`src/hw/rtl/ndsc_pkg.sv`:
```
// ----------------------------------------------------------------------------
// ndsc_pkg
// Types and constants shared by the strided copy address generator.
// ----------------------------------------------------------------------------
package ndsc_pkg;

    localparam int MAX_DIMS  = 4;
    localparam int ADDR_BITS = 32;
    localparam int DIM_CNT_W = $clog2(MAX_DIMS + 1);
    // length of the settling sweep that follows a table or dimension-count change
    localparam int SWEEP_LEN = MAX_DIMS + 2;
    localparam int SWEEP_W   = $clog2(SWEEP_LEN + 1);

    localparam logic KIND_LOAD = 1'b0;
    localparam logic KIND_STEP = 1'b1;

    typedef struct packed {
        logic        kind;
        logic [1:0]  dim_select;
        logic [15:0] extent;
        logic [15:0] src_first;
        logic [31:0] src_pitch;
        logic [15:0] dst_first;
        logic [31:0] dst_pitch;
    } t_in_item;

    typedef struct packed {
        logic [31:0] src_address;
        logic [31:0] dst_address;
        logic        final_element;
    } t_out_item;

    typedef struct packed {
        logic we;
        logic rewind;
        logic step;
        logic in_use;
        logic unit_stride;
    } t_cell_ctrl;

    typedef struct packed {
        logic [ADDR_BITS-1:0] src;
        logic [ADDR_BITS-1:0] dst;
    } t_addr_pair;

    // running sums handed along the chain: start offsets and rewind spans
    typedef struct packed {
        t_addr_pair base;
        t_addr_pair span;
    } t_acc;

    function automatic logic [DIM_CNT_W-1:0] dims_in_use(input logic [2:0] v);
        logic [DIM_CNT_W-1:0] n;
        if (v == 3'd0) begin
            n = DIM_CNT_W'(1);
        end else if (int'(v) > MAX_DIMS) begin
            n = DIM_CNT_W'(MAX_DIMS);
        end else begin
            n = DIM_CNT_W'(v);
        end
        return n;
    endfunction

endpackage

```
`src/hw/rtl/ndsc_dim_cell.sv`:
```
// ----------------------------------------------------------------------------
// ndsc_dim_cell
// One dimension of the walk: table entry, position counter, per-dimension
// products and one stage of the running sums passed to the next cell.
// ----------------------------------------------------------------------------
module ndsc_dim_cell (
    input  logic                  i_clk,
    input  logic                  i_rst_n,
    input  ndsc_pkg::t_cell_ctrl  i_ctrl,
    input  ndsc_pkg::t_in_item    i_entry,
    input  logic                  i_carry,
    input  ndsc_pkg::t_acc        i_acc,
    input  ndsc_pkg::t_addr_pair  i_sel,
    output logic                  o_carry,
    output ndsc_pkg::t_acc        o_acc,
    output ndsc_pkg::t_addr_pair  o_sel
);

    logic [15:0]                      r_ext;
    logic [15:0]                      r_src_first;
    logic [31:0]                      r_src_pitch;
    logic [15:0]                      r_dst_first;
    logic [31:0]                      r_dst_pitch;
    logic [15:0]                      r_pos;
    logic [15:0]                      n_pos;
    ndsc_pkg::t_acc                   r_prod;
    ndsc_pkg::t_acc                   r_acc;
    ndsc_pkg::t_addr_pair             r_inc;

    logic [15:0]                      w_ext_m1;
    logic [ndsc_pkg::ADDR_BITS-1:0]   w_src_stride;
    logic [ndsc_pkg::ADDR_BITS-1:0]   w_dst_stride;
    logic                             w_at_end;
    logic                             w_advance;

    // an extent of zero walks like an extent of one
    assign w_ext_m1     = (r_ext == 16'd0) ? 16'd0 : 16'(r_ext - 16'd1);
    assign w_src_stride = i_ctrl.unit_stride ? ndsc_pkg::ADDR_BITS'(1)
                                             : ndsc_pkg::ADDR_BITS'(r_src_pitch);
    assign w_dst_stride = i_ctrl.unit_stride ? ndsc_pkg::ADDR_BITS'(1)
                                             : ndsc_pkg::ADDR_BITS'(r_dst_pitch);

    // unused dimensions pass the carry straight on
    assign w_at_end  = !i_ctrl.in_use || (r_pos == w_ext_m1);
    assign w_advance = i_carry && !w_at_end;
    assign o_carry   = i_carry && w_at_end;
    assign o_sel     = w_advance ? r_inc : i_sel;
    assign o_acc     = r_acc;

    always_ff @(posedge i_clk) begin
        if (!i_rst_n) begin
            r_ext       <= 16'd1;
            r_src_first <= 16'd0;
            r_src_pitch <= 32'd0;
            r_dst_first <= 16'd0;
            r_dst_pitch <= 32'd0;
        end else if (i_ctrl.we) begin
            r_ext       <= i_entry.extent;
            r_src_first <= i_entry.src_first;
            r_src_pitch <= i_entry.src_pitch;
            r_dst_first <= i_entry.dst_first;
            r_dst_pitch <= i_entry.dst_pitch;
        end
    end

    always_comb begin
        n_pos = r_pos;
        priority if (i_ctrl.rewind) begin
            n_pos = 16'd0;
        end else if (i_ctrl.step && w_advance) begin
            n_pos = 16'(r_pos + 16'd1);
        end else if (i_ctrl.step && i_carry) begin
            n_pos = 16'd0;
        end
    end

    always_ff @(posedge i_clk) begin
        if (!i_rst_n) begin
            r_pos <= 16'd0;
        end else begin
            r_pos <= n_pos;
        end
    end

    // products and sums recompute every cycle; the top waits out the sweep
    always_ff @(posedge i_clk) begin
        r_prod.base.src <= ndsc_pkg::ADDR_BITS'(
            ndsc_pkg::ADDR_BITS'(r_src_first) * w_src_stride);
        r_prod.base.dst <= ndsc_pkg::ADDR_BITS'(
            ndsc_pkg::ADDR_BITS'(r_dst_first) * w_dst_stride);
        r_prod.span.src <= ndsc_pkg::ADDR_BITS'(
            ndsc_pkg::ADDR_BITS'(w_ext_m1) * w_src_stride);
        r_prod.span.dst <= ndsc_pkg::ADDR_BITS'(
            ndsc_pkg::ADDR_BITS'(w_ext_m1) * w_dst_stride);

        r_acc.base.src <= ndsc_pkg::ADDR_BITS'(i_acc.base.src +
            (i_ctrl.in_use ? r_prod.base.src : '0));
        r_acc.base.dst <= ndsc_pkg::ADDR_BITS'(i_acc.base.dst +
            (i_ctrl.in_use ? r_prod.base.dst : '0));
        r_acc.span.src <= ndsc_pkg::ADDR_BITS'(i_acc.span.src +
            (i_ctrl.in_use ? r_prod.span.src : '0));
        r_acc.span.dst <= ndsc_pkg::ADDR_BITS'(i_acc.span.dst +
            (i_ctrl.in_use ? r_prod.span.dst : '0));

        // stepping here rewinds every lower dimension
        r_inc.src <= ndsc_pkg::ADDR_BITS'(w_src_stride - i_acc.span.src);
        r_inc.dst <= ndsc_pkg::ADDR_BITS'(w_dst_stride - i_acc.span.dst);
    end

endmodule

```
`config.mk`:
```
export PLATFORM = sky130hd
export DESIGN_NAME = ndsc_dim_cell
export DESIGN_NICKNAME = d
export VERILOG_FILES = /design/src/hw/rtl/ndsc_pkg.sv /design/src/hw/rtl/ndsc_dim_cell.sv
export SDC_FILE = /design/constraint.sdc
export NUM_CORES = 2
export LEC_CHECK = 0
export BUFFER_PORTS_ARGS = -buffer_cell sky130_fd_sc_hd__buf_2
export CORE_ASPECT_RATIO = 0.7
export CORE_MARGIN = 3
export CORE_UTILIZATION = 35
export DETAILED_ROUTE_END_ITERATION = 10
export PLACE_DENSITY = 0.47
export SETUP_SLACK_MARGIN = 0.15
export SYNTH_ARGS = -nofsm -noshare
export SYNTH_HDL_FRONTEND = slang
export SYNTH_SLANG_ARGS = --single-unit
```
`constraint.sdc`:
```
create_clock -name i_clk -period 28.8 [get_ports i_clk]
set_clock_uncertainty 0.05 [all_clocks]
set_input_delay 5.76 -clock i_clk [delete_from_list [all_inputs] [get_ports i_clk]]
set_output_delay 5.76 -clock i_clk [all_outputs]
set_load 0.01 [all_outputs]
```
==> key figures <==
Outcome
  • Outcome: complete, no violations

Setup path
  • Slowest stage delay, CP: 570 ps
  • Slowest CP cell: inv_1
  • Crit. End Element: flop
  • CP startpoint kind: primary input
  • R2r setup slk: 19100 ps
  • CP arrival: 14750 ps
  • Crit path max fanout: 37
  • Kind of critical path: in2reg
  • WP data required: 29340 ps

Global routing
  • First-pass GRT wire length: 342000 um
  • Gr usage total: 22.7%
  • Largest net degree at the start of global routing: 64
  • Grt ovf: 0
  • GR met3 Demand/Resource: 5.05%
  • Gr busiest metal: met1
  • Met2 Usage GRT: 33.6%
  • Number of global-route vias before repair: 54706
  • GR Util met1: 33.8%
  • Initial antenna violation count: 19

Clocking
  • # clock sinks: 448
  • Post-CTS Hold Fix Bufs: 0
  • CTS clk-pin slew, worst paths: 60 ps
  • # H-tree levels: 2
  • Clock buffer depth: 3
  • Inserted Clock Buffers: 54
  • CTS tree: yes
  • Root Buffer: clkbuf_16
  • Post-CTS Setup Bufs: 0
  • Clock latency on the worst-skew pair: 690 ps
  • Cts repair resizes: 0

Timing
  • Final hold vios: 0
  • Fin. max-slew vios: 0
  • WHS: 456 ps
  • Measured slew at the worst slew-check pin: 1040 ps
  • Setup tns final: 0 ps
  • Fmax: 70.4 MHz
  • Tcrit/Tclk final: 49.3%
  • Final setup violation count: 0
  • RSZ-0062 raised after global routing: false
  • Worst rel slew slack: 30.3%
  • Minimum clock period: 14210 ps

Pwr
  • Maximum vdd drop: 40.2 uV
  • Power density over cell area: 34.5 mW/mm^2
  • LEAKAGE: 34.8 nW

Placed design
  • Post-DP HPWL: 169000 um
  • Count of input and output buffers: 504
  • Routability cong.: 0.858

Logic synthesis
  • Asr flop ratio synth: 0%
  • Post-Syn Instances: 7737
  • Number of synthesized register bits: 448
  • Syn_nets: 9723
  • Post-synth EDFFs: 0
  • Register area share after synthesis: 13.3%
  • Synthesized area per cell: 8.73 um^2
  • Ys Warns: 0
  • Post-synthesis cell type count: 84
  • Ys flop type: dfxtp_1
  • Synth Cell Area: 0.0675 mm^2

Layout
  • Area of the multi-input gates: 0.0518 mm^2
  • Layout cells sized above 1: 10.5%
  • Fillers: 19668
  • Area growth syn-to-layout: 10.7%
  • Final nets: 10050
  • Sequential Area: 0.00898 mm^2

Floorplan
  • DIE HEIGHT: 373 um
  • Io pins: 508
  • Horiz. Die Dim: 531 um
  • Core area: 0.191 mm^2
  • Row count: 134
  • Die area: 0.198 mm^2
  • Initial Util: 35.3%

Drt
  • Final ANT Viol Nets: 0
  • Post-route DRC: 0
  • Drt first pass iters: 6
  • Wirelength per Cell: 21.0 um
  • Via density: 4.92
  • Total number of vias: 52304
  • Routed WL: 224000 um
  • 1st-iter DRT viols: 3533

Hold path
  • Hold Path Class: reg2reg

Run
  • Max cap viols: 0
metrics by stage:
stage	total power, mW	std cells	setup WS [ps]	area [um^2]	util [%]
finish	2.58	10632	14590	74700	39.1
global route	2.77	10623	14210	74700	39.1
CTS	2.63	10623	14580	74700	39.1
detailed placement	1.86	10524	14000	72900	38.1
global placement	1.86	10524	14060	72900	38.1
floorplan	1.48	7737	15680	67500	-
cell type report:
class                           count  area share [%]
Clock inverter                     20           0.275
Inverter                         1467            7.37
Clock buffer                       79            2.17
Timing Repair Buffer              623            4.59
Sequential cell                   448            12.0
Multi-Input combinational cell   5470            69.3
Antenna cell                        9          0.0301
Tap cell                         2516            4.21
state kept, by name (all words and copies together) (netlist names), 32 cells and up:
signal       count
o_acc          128
r_dst_pitch     32
r_prod         128
r_src_pitch     32
r_inc           64
worst paths after layout:
check / start / endpoint / depth (start not counted)
worst max register to register: r_ext[0] / r_prod[62] / 30
worst min register to register: r_dst_first[5] / r_dst_first[5] / 2
worst max-delay path: i_ctrl[0] / r_prod[62] / 29
worst min-delay path: r_dst_first[5] / r_dst_first[5] / 2
per-layer routing:
| layer | vias up | share of wire (%) |
|---|---|---|
| met5 | - | 0.034 |
| met1 | 26416 | 48 |
| met4 | 12 | 1.9 |
| met3 | 207 | 8.1 |
| met2 | 1686 | 42 |
| li1 | 23983 | - |
cells in the final DEF (no fill, tap or decap), drive strengths merged, types with 184 or more instances in the layout:
cell type,Yosys,final
fa,1222,1222
nor2b,184,184
nand2,1251,1251
dfxtp,448,448
ha,449,449
nor2,439,439
xnor2,306,306
inv,1457,1462
a21oi,225,225
and2,342,342
buf,39,622
report_power, final:
part | switching [mW] | internal, mW | leakage (nW)
Clock | 0.310 | 0.416 | 0.895
Sequential | 0.0448 | 0.749 | 3.74
Combinational | 0.646 | 0.415 | 30.1
cells in the mapped netlist (all sizes together) (13+ instances only):
master | n | area, um^2
a21boi | 14 | 105
o211ai | 19 | 143
o21bai | 38 | 285
mux2 | 66 | 946
a211oi | 22 | 165
nor3 | 44 | 235
nand4 | 14 | 87.6
nand2 | 1251 | 4700
clkbuf | 313 | 1170
nor2b | 184 | 1150
mux2i | 113 | 1130
or2 | 13 | 81.3
inv | 1457 | 5470
a21o | 85 | 638
a21oi | 225 | 1130
nand3 | 42 | 215
ha | 449 | 5620
or3 | 21 | 131
o21a | 55 | 413
a31oi | 13 | 81.3
and3 | 28 | 175
xnor2 | 306 | 2680
fa | 1222 | 24500
xor2 | 100 | 876
nor2 | 439 | 1650
and2 | 342 | 2140
buf | 39 | 201
nand2b | 95 | 594
o21ai | 139 | 699
dfxtp | 448 | 8970
kinds of logic (layout without fill, tap and decap cells):
logic type                 after synthesis  in the layout  share of synthesized area [%]
AOI/OAI and AO/OA                      713            713                           6.74
xor gates and xnor gates               406            406                           5.27
adders and majority gates             1671           1671                           44.6
buffers and inverters                 1819           2189                           10.2
DFF                                    448            448                           13.3
muxes                                  179            179                           3.08
other                                    0              9                              0
and+or+nand+nor                       2501           2501                           16.9
worst max-delay path: cells and delay by family:
family                     cells  cell delay [ps]
and+or+nand+nor                4              970
adders and majority gates      7             3350
AOI/OAI and AO/OA              8             2500
buffers and inverters          9             1970
xor gates and xnor gates       1              140
Note: power is estimated with default switching activity, not from simulation.
